`src/tmr_pkg.sv`:
```
// ----------------------------------------------------------------------------
// tmr_pkg: shared types and constants of the multi-slot timer
// Slot count, index width, item kinds, sequencer states and the result word.
// ----------------------------------------------------------------------------
package tmr_pkg;

  // Number of timer slots (1 to 16)
  parameter int NUM_SLOTS = 16;
  // Bits needed to index a slot
  parameter int SLOT_W    = (NUM_SLOTS > 1) ? $clog2(NUM_SLOTS) : 1;
  parameter int TIME_W    = 32;

  // Item kinds
  parameter logic [2:0] KIND_SERVICE = 3'd0;
  parameter logic [2:0] KIND_START   = 3'd1;
  parameter logic [2:0] KIND_STOP    = 3'd2;
  parameter logic [2:0] KIND_PERIOD  = 3'd3;
  parameter logic [2:0] KIND_MODE    = 3'd4;

  // Sequencer states
  typedef enum logic [1:0] {
    ST_IDLE,
    ST_WALK,
    ST_FLUSH
  } state_t;

  // One expiry result, before its last flag is known
  typedef struct packed {
    logic [3:0]        slot;
    logic [TIME_W-1:0] elapsed;
    logic              stopped;
  } result_t;

  // Shared unit result
  typedef struct packed {
    logic [TIME_W-1:0] sum;
    logic              hit;
  } alu_res_t;

endpackage

```
`src/tmr_ram.sv`:
```
// ----------------------------------------------------------------------------
// tmr_ram: generic single-write, single-read RAM
// One write port and one read port with registered read data.
// ----------------------------------------------------------------------------
module tmr_ram #(
  parameter int WIDTH = 32,
  parameter int DEPTH = 16,
  parameter int ADDR_W = (DEPTH > 1) ? $clog2(DEPTH) : 1
) (
  input  logic              clk,
  input  logic              we,
  input  logic [ADDR_W-1:0] waddr,
  input  logic [WIDTH-1:0]  wdata,
  input  logic              re,
  input  logic [ADDR_W-1:0] raddr,
  output logic [WIDTH-1:0]  rdata
);

  logic [WIDTH-1:0] mem [DEPTH];

  // Write port
  always_ff @(posedge clk) begin
    if (we) begin
      mem[waddr] <= wdata;
    end
  end

  // Registered read, held while re is low
  always_ff @(posedge clk) begin
    if (re) begin
      rdata <= mem[raddr];
    end
  end

endmodule

```
`src/tmr_alu.sv`:
```
// ----------------------------------------------------------------------------
// tmr_alu: shared accumulate and compare unit
// Saturating add of the time step to one accumulator, then compare to period.
// ----------------------------------------------------------------------------
module tmr_alu (
  input  logic [tmr_pkg::TIME_W-1:0] acc,
  input  logic [tmr_pkg::TIME_W-1:0] delta,
  input  logic [tmr_pkg::TIME_W-1:0] period,
  output tmr_pkg::alu_res_t          res
);
  import tmr_pkg::*;

  logic [TIME_W:0]   wide;
  logic [TIME_W-1:0] sat;

  // Add with carry out; clamp to all ones on overflow
  assign wide = {1'b0, acc} + {1'b0, delta};
  assign sat  = wide[TIME_W] ? {TIME_W{1'b1}} : wide[TIME_W-1:0];

  assign res.sum = sat;
  assign res.hit = (sat >= period);

endmodule

```
`src/multi_slot_software_timer_unit.sv`:
```
// ----------------------------------------------------------------------------
// multi_slot_software_timer_unit: table of one-shot / periodic timer slots
// Commands: start, stop, set period and set mode are accepted while idle; a
// service word after the first walks the slots, one slot per cycle through the
// shared add/compare unit unless an expiry stalls while out_ready is low, then
// flushes. No new input word is accepted until the walk and flush are done.
// Reset: clears time tracking, active, mode and period-valid flags; slot RAMs
// need no clearing pass since unwritten entries are masked by those flags.
// ----------------------------------------------------------------------------
module multi_slot_software_timer_unit (
  input  logic                       clk,
  input  logic                       rst,
  // Input channel
  input  logic                       in_valid,
  output logic                       in_ready,
  input  logic [2:0]                 kind,
  input  logic [3:0]                 slot,
  input  logic [tmr_pkg::TIME_W-1:0] now_ms,
  input  logic [tmr_pkg::TIME_W-1:0] period_ms,
  input  logic                       one_shot,
  // Output channel
  output logic                       out_valid,
  input  logic                       out_ready,
  output logic [3:0]                 expired_slot,
  output logic [tmr_pkg::TIME_W-1:0] elapsed_ms,
  output logic                       stopped,
  output logic                       last
);
  import tmr_pkg::*;

  localparam logic [SLOT_W-1:0] LAST_IDX = SLOT_W'(NUM_SLOTS - 1);

  state_t state, state_next;

  // Time tracking
  logic              time_seen;
  logic [TIME_W-1:0] previous_time;
  logic [TIME_W-1:0] delta;

  // Per-slot flags
  logic [NUM_SLOTS-1:0] active;
  logic [NUM_SLOTS-1:0] mode_one_shot;
  logic [NUM_SLOTS-1:0] period_valid;

  // Walk index and result staging
  logic [SLOT_W-1:0] idx;
  logic              pend_valid;
  result_t           pend;

  // RAM ports
  logic              rd_en;
  logic [SLOT_W-1:0] rd_addr;
  logic              acc_we;
  logic [SLOT_W-1:0] acc_waddr;
  logic [TIME_W-1:0] acc_wdata;
  logic              per_we;
  logic [TIME_W-1:0] acc_rdata;
  logic [TIME_W-1:0] per_rdata;
  logic [TIME_W-1:0] per_val;

  // Command decode
  logic              accept;
  logic [SLOT_W-1:0] cmd_idx;
  logic              cmd_ok;

  // Walk control
  alu_res_t          alu;
  logic              expire;
  logic              out_free;
  logic              stall;
  logic              advance;

  tmr_ram #(.WIDTH(TIME_W), .DEPTH(NUM_SLOTS)) u_acc_ram (
    .clk   (clk),
    .we    (acc_we),
    .waddr (acc_waddr),
    .wdata (acc_wdata),
    .re    (rd_en),
    .raddr (rd_addr),
    .rdata (acc_rdata)
  );

  tmr_ram #(.WIDTH(TIME_W), .DEPTH(NUM_SLOTS)) u_per_ram (
    .clk   (clk),
    .we    (per_we),
    .waddr (cmd_idx),
    .wdata (period_ms),
    .re    (rd_en),
    .raddr (rd_addr),
    .rdata (per_rdata)
  );

  // Never-written periods read as zero
  assign per_val = period_valid[idx] ? per_rdata : '0;

  tmr_alu u_alu (
    .acc    (acc_rdata),
    .delta  (delta),
    .period (per_val),
    .res    (alu)
  );

  assign accept   = in_valid && in_ready;
  assign cmd_idx  = SLOT_W'(slot);
  assign cmd_ok   = (32'(slot) < NUM_SLOTS);

  assign expire   = (state == ST_WALK) && active[idx] && alu.hit;
  assign out_free = !out_valid || out_ready;
  assign stall    = expire && pend_valid && !out_free;
  assign advance  = !stall;

  // Next state
  always_comb begin
    state_next = state;
    case (state)
      ST_IDLE: begin
        if (accept && kind == KIND_SERVICE && time_seen) begin
          state_next = ST_WALK;
        end
      end
      ST_WALK: begin
        if (advance && idx == LAST_IDX) begin
          state_next = ST_FLUSH;
        end
      end
      ST_FLUSH: begin
        if (!pend_valid || out_free) begin
          state_next = ST_IDLE;
        end
      end
      default: state_next = ST_IDLE;
    endcase
  end

  // Control outputs
  always_comb begin
    in_ready  = 1'b0;
    rd_en     = 1'b0;
    rd_addr   = '0;
    acc_we    = 1'b0;
    acc_waddr = cmd_idx;
    acc_wdata = '0;
    per_we    = 1'b0;
    case (state)
      ST_IDLE: begin
        in_ready = 1'b1;
        if (accept && cmd_ok) begin
          case (kind)
            KIND_START:  acc_we = !active[cmd_idx];
            KIND_PERIOD: begin
              per_we = 1'b1;
              acc_we = active[cmd_idx];
            end
            default: acc_we = 1'b0;
          endcase
        end
        if (accept && kind == KIND_SERVICE && time_seen) begin
          rd_en   = 1'b1;
          rd_addr = '0;
        end
      end
      ST_WALK: begin
        acc_waddr = idx;
        acc_we    = active[idx] && advance;
        acc_wdata = alu.hit ? '0 : alu.sum;
        rd_en     = advance && (idx != LAST_IDX);
        rd_addr   = idx + SLOT_W'(1);
      end
      default: begin
        in_ready = 1'b0;
      end
    endcase
  end

  // Sequencer and state registers
  always_ff @(posedge clk) begin
    if (rst) begin
      state         <= ST_IDLE;
      time_seen     <= 1'b0;
      previous_time <= '0;
      active        <= '0;
      mode_one_shot <= '0;
      period_valid  <= '0;
      idx           <= '0;
      pend_valid    <= 1'b0;
      out_valid     <= 1'b0;
    end else begin
      state <= state_next;
      if (out_valid && out_ready) begin
        out_valid <= 1'b0;
      end
      case (state)
        ST_IDLE: begin
          if (accept) begin
            if (kind == KIND_SERVICE) begin
              previous_time <= now_ms;
              time_seen     <= 1'b1;
              delta         <= now_ms - previous_time;
              idx           <= '0;
            end else if (cmd_ok) begin
              case (kind)
                KIND_START:  active[cmd_idx] <= 1'b1;
                KIND_STOP:   active[cmd_idx] <= 1'b0;
                KIND_PERIOD: period_valid[cmd_idx] <= 1'b1;
                KIND_MODE:   mode_one_shot[cmd_idx] <= one_shot;
                default:     ;
              endcase
            end
          end
        end
        ST_WALK: begin
          if (advance) begin
            idx <= idx + SLOT_W'(1);
            if (expire) begin
              // Older pending word is now known not to be the last
              if (pend_valid) begin
                out_valid    <= 1'b1;
                expired_slot <= pend.slot;
                elapsed_ms   <= pend.elapsed;
                stopped      <= pend.stopped;
                last         <= 1'b0;
              end
              pend_valid   <= 1'b1;
              pend.slot    <= 4'(idx);
              pend.elapsed <= alu.sum;
              pend.stopped <= mode_one_shot[idx];
              if (mode_one_shot[idx]) begin
                active[idx] <= 1'b0;
              end
            end
          end
        end
        ST_FLUSH: begin
          // Final expiry of this service carries last
          if (pend_valid && out_free) begin
            out_valid    <= 1'b1;
            expired_slot <= pend.slot;
            elapsed_ms   <= pend.elapsed;
            stopped      <= pend.stopped;
            last         <= 1'b1;
            pend_valid   <= 1'b0;
          end
        end
        default: ;
      endcase
    end
  end

endmodule
```
`config.mk`:
```
export PLATFORM = sky130hd
export DESIGN_NAME = multi_slot_software_timer_unit
export DESIGN_NICKNAME = d
export VERILOG_FILES = /design/src/tmr_pkg.sv /design/src/tmr_ram.sv /design/src/tmr_alu.sv /design/src/multi_slot_software_timer_unit.sv
export SDC_FILE = /design/constraint.sdc
export NUM_CORES = 2
export LEC_CHECK = 0
export BUFFER_PORTS_ARGS = -buffer_cell sky130_fd_sc_hd__buf_2
export CORE_MARGIN = 2
export CORE_UTILIZATION = 55
export DETAILED_ROUTE_END_ITERATION = 6
export GPL_TIMING_DRIVEN = 0
export PLACE_DENSITY = 0.74
export SYNTH_ARGS = -nofsm -noshare
export SYNTH_HDL_FRONTEND = slang
export SYNTH_SLANG_ARGS = --single-unit
```
`constraint.sdc`:
```
create_clock -name clk -period 14.03 [get_ports clk]
set_input_delay 3.5075 -clock clk [delete_from_list [all_inputs] [get_ports clk]]
set_output_delay 3.5075 -clock clk [all_outputs]
set_load 0.1 [all_outputs]
```
==> key figures <==
Worst setup path
  • Required time worst endpoint: ~14,000 ps
  • Critical path arrival: 7990 ps
  • Crit-path cells: ha_1 -> fa_1 -> a211oi_1 -> o21ai_0 -> nand3_1 -> a21oi_1 -> o2111ai_2 -> and2_1 -> clkbuf_1 -> o21ai_0 -> ha_1 -> a211oi_1 -> o21ai_0 -> o2111ai_1 -> nand3_1 -> a211o_1 -> nor2_2 -> nand2_1 -> buf_2 -> a21oi_1
  • CP delay by family, top: compound AO/OA/AOI/OAI gates
  • Worst Path Buf+Inv: 2
  • Crit. End Element: register
  • Crit-path most repeated cell: o21ai_0
  • Crit path depth: 20
  • Startpoint type of the worst setup path: register
  • Slowest CP cell: a21oi_1
  • Setup CP Type: register to register
  • CP max stage delay: between 900 and 1000 ps
  • Cell depth of the worst flop-to-flop path: 20
  • Worst-path fanout max: 16

Clock tree
  • Hold Buf Count CTS: 0
  • TritonCTS buffer count: 130
  • Post-CTS Setup Inserts: 0
  • Clock Pin Slew Worst Setup and Hold Paths: ~60 ps
  • H-Tree Depth: 4
  • CTS sink cnt: around 1,300
  • Clock root cell: clkbuf_16
  • Max Buffers Root-to-Sink: 3
  • Insertion delay to the later sink of the worst-skew pair: 770 ps
  • CTS tree: built
  • PostCTS Resize Cnt: 0

Synthesis
  • Post-synth EDFFs: between 1,000 and 1,500
  • Synth Net Count: 4,329
  • Yosys top cell area share: between 60% and 70%
  • Sequential-to-total area share from yosys stat: between 60 and 70%
  • Synth Warn #: 0
  • Share of synthesized registers carrying an async set or reset: 0%
  • Syn Std Cell Area: 54,400 sq um
  • Cell taking the most area after synthesis: edfxtp_1
  • Post-Syn Area per Cell: between 10 and 15 sq um
  • Synth Flop Type: edfxtp_1
  • Largest cells by area after synthesis: edfxtp_1 (66%), nand2_1 (4.9%), a211oi_1 (4.5%), dfxtp_1 (3.3%), and2_1 (3.0%)
  • Flops & latches, synth: ~1,300
  • Synth cell types: 77
  • Synthesized netlist cell count: between 4,000 and 5,000

Die
  • Core area: roughly 100,000 sq um
  • Die outline height: approximately 320 microns
  • Die W: roughly 320 microns
  • DIE AREA: approximately 100,000 sq um
  • FP Rows: between 100 and 150
  • Ports: ~120
  • Initial core utilization: between 50% and 60%

Hold path
  • Hold path depth: 0
  • Worst hold path type: register to register

Status
  • Violated checks: max-capacitance violations, max-slew violations
  • Status: complete, but fails checks

Detailed routing
  • Post-Route WL: 149,000 microns
  • Initial drt markers: 4,878
  • DR WL/cell: 25.6 microns
  • Routed met2 length: approximately 70,000 microns
  • DR WL met3: 14,200 microns
  • Max layer used: met5
  • Routed Antenna Nets: 0
  • Vias per cell: 6.31
  • DRT Pass-1 Iters: 6
  • Post-Route M1 WL: 59,500 microns
  • Routed via count: roughly 37,000
  • DR DRC count: 0

STA
  • Fmax: ~130 MHz
  • Max-slew violations: 31
  • # setup viols final: 0
  • Period utilization: between 50 and 60%
  • Clock Skews: 52.0 ps
  • Unrepaired setup endpoints after global routing: false
  • Worst hold slack: approximately 420 ps
  • Final min period: ~7600 ps
  • Measured slew at the worst slew-check pin: 1550 ps
  • Setup TNS: 0 ps
  • Slew margin rel.: -3.30%
  • Hold Vio Cnt, Final: 0

Power and ir drop
  • P_leak: 20.1 nW
  • Clock Power Share: between 30% and 40%
  • Switching Fraction: between 20% and 30%
  • P_sw: 2.44 mW
  • Gate power share: between 10% and 20%
  • Sequential power share: between 40% and 50%
  • P per Cell Area: about 150 nW/um^2
  • Worst VDD drop: roughly 0.00011 V
  • Int Pwr: between 6 and 7 mW

Global route
  • Aggregate global-route resource usage: between 20% and 30%
  • First-pass GRT wire length: roughly 220,000 microns
  • Number of global-route vias before repair: 36,200
  • Initial antenna violation count: 7
  • Largest net degree at the start of global routing: 65
  • Gr ovfl total: 0

Layout
  • Filler cell count: about 7,000
  • Final instance area: approximately 62,000 sq um
  • NumNets Final: 4,613
  • Area of the multi-input gates: 15,900 sq um
  • Fraction of layout cells with a size suffix above 1: under 10%
  • P&R area growth vs syn: 13.5%
  • Register area: around 38,000 sq um
  • Layout Utilization: 62.9%

Flow run
  • Maximum Capacitance Violations: 3

Place
  • Cell Area, Placed: about 58,000 sq um
  • Post-detail-place hpwl: between 100,000 and 150,000 microns
  • GPL Wtd Cong: 0.929
  • PortBufs: between 100 and 150
-- sequential cells by signal (all words and copies together), names as in the netlist, named ones only --
register,count
u_per_ram.mem,512
previous_time,32
mode_one_shot,16
time_seen,1
u_acc_ram.mem,512
stopped,1
pend_valid,1
state,2
delta,32
u_acc_ram.rdata,32
pend,37
u_per_ram.rdata,32
last,1
period_valid,16
idx,4
out_valid,1
expired_slot,4
elapsed_ms,32
-- worst paths after layout --
check / from / end / slack [ps]
worst max-delay path: delta[0] / u_acc_ram.mem[6][4] / 6390
worst min-delay path: pend[8] / elapsed_ms[7] / 420
worst max register to register: delta[0] / u_acc_ram.mem[6][4] / 6390
worst min register to register: pend[8] / elapsed_ms[7] / 420
-- cells in the final DEF (no fill, tap or decap), drive strengths merged, types with 28 or more instances in the layout --
cell type / n
a311oi: 128
a21oi: 281
xnor2: 35
and2: 262
a21o: 30
edfxtp: 1195
a31oi: 137
dfxtp: 89
a211oi: 328
nor2: 167
clkinv: 53
nand3: 30
o21ai: 66
ha: 101
clkbuf: 404
nand2: 715
buf: 177
nor3: 28
inv: 56
-- through the flow --
stage / setup slack [ps] / cells / power (mW)
after detailed placement: 6320 / 5587 / 5.66
final: 6390 / 5825 / 9.03
after global placement: 4480 / 5549 / 5.62
after global routing: 6010 / 5823 / 9.29
after CTS: 6290 / 5821 / 9.01
after floorplan: 6850 / 4150 / 5.16
-- cell type report --
type                    instances  share of cell area [%]
flip-flops and latches       1284                    61.0
multi-input cells            2549                    25.7
clock buffers                 162                    5.59
well taps                    1287                    2.61
repair buffers                152                    2.09
plain buffers                 267                    1.66
clock inverters                72                    1.12
inverters                      50                   0.304
diodes                          2                 0.00810
-- power by group through the flow --
| stage | Combinational, mW | Sequential [mW] | Clock (mW) |
|---|---|---|---|
| floorplan | 0.773 | 4.39 | 0 |
| CTS | 1.27 | 4.33 | 3.42 |
| detailed placement | 1.25 | 4.41 | 0 |
| finish | 1.29 | 4.33 | 3.41 |
| global route | 1.39 | 4.33 | 3.57 |
| global placement | 1.21 | 4.41 | 0 |
-- per-layer routing --
metal  track usage, %  up-vias
li1                 -    16400
met3             5.45      284
met5                0        -
met1             40.0    18100
met2             46.9     1988
met4             11.3        2
-- cells by family (layout without fill, tap and decap cells) --
logic type,after synthesis,count (layout),share of synthesized area [%]
mux,30,30,0.972
fa+ha+maj,103,103,2.39
buf+inv,317,703,2.22
simple gates,1292,1292,10.7
other cells,0,2,0
compound gates,1069,1069,13.6
xor+xnor,55,55,0.885
flops,1284,1284,69.2
-- cells in the mapped netlist, drive strengths merged, types with 18 or more instances --
cell and count:
a31oi 137, ha 101, dfxtp 89, o21ai 66
clkbuf 242, nor2 167, nand2b 26, a2111oi 23
nand2 715, nor2b 20, mux4 18, inv 49
a311oi 128, xnor2 35, xor2 20, edfxtp 1195
a21o 30, nand3 30, buf 25, a21oi 281
and2 262, nor3 28, a211oi 328
No activity file was read; power rests on OpenSTA's default activity.
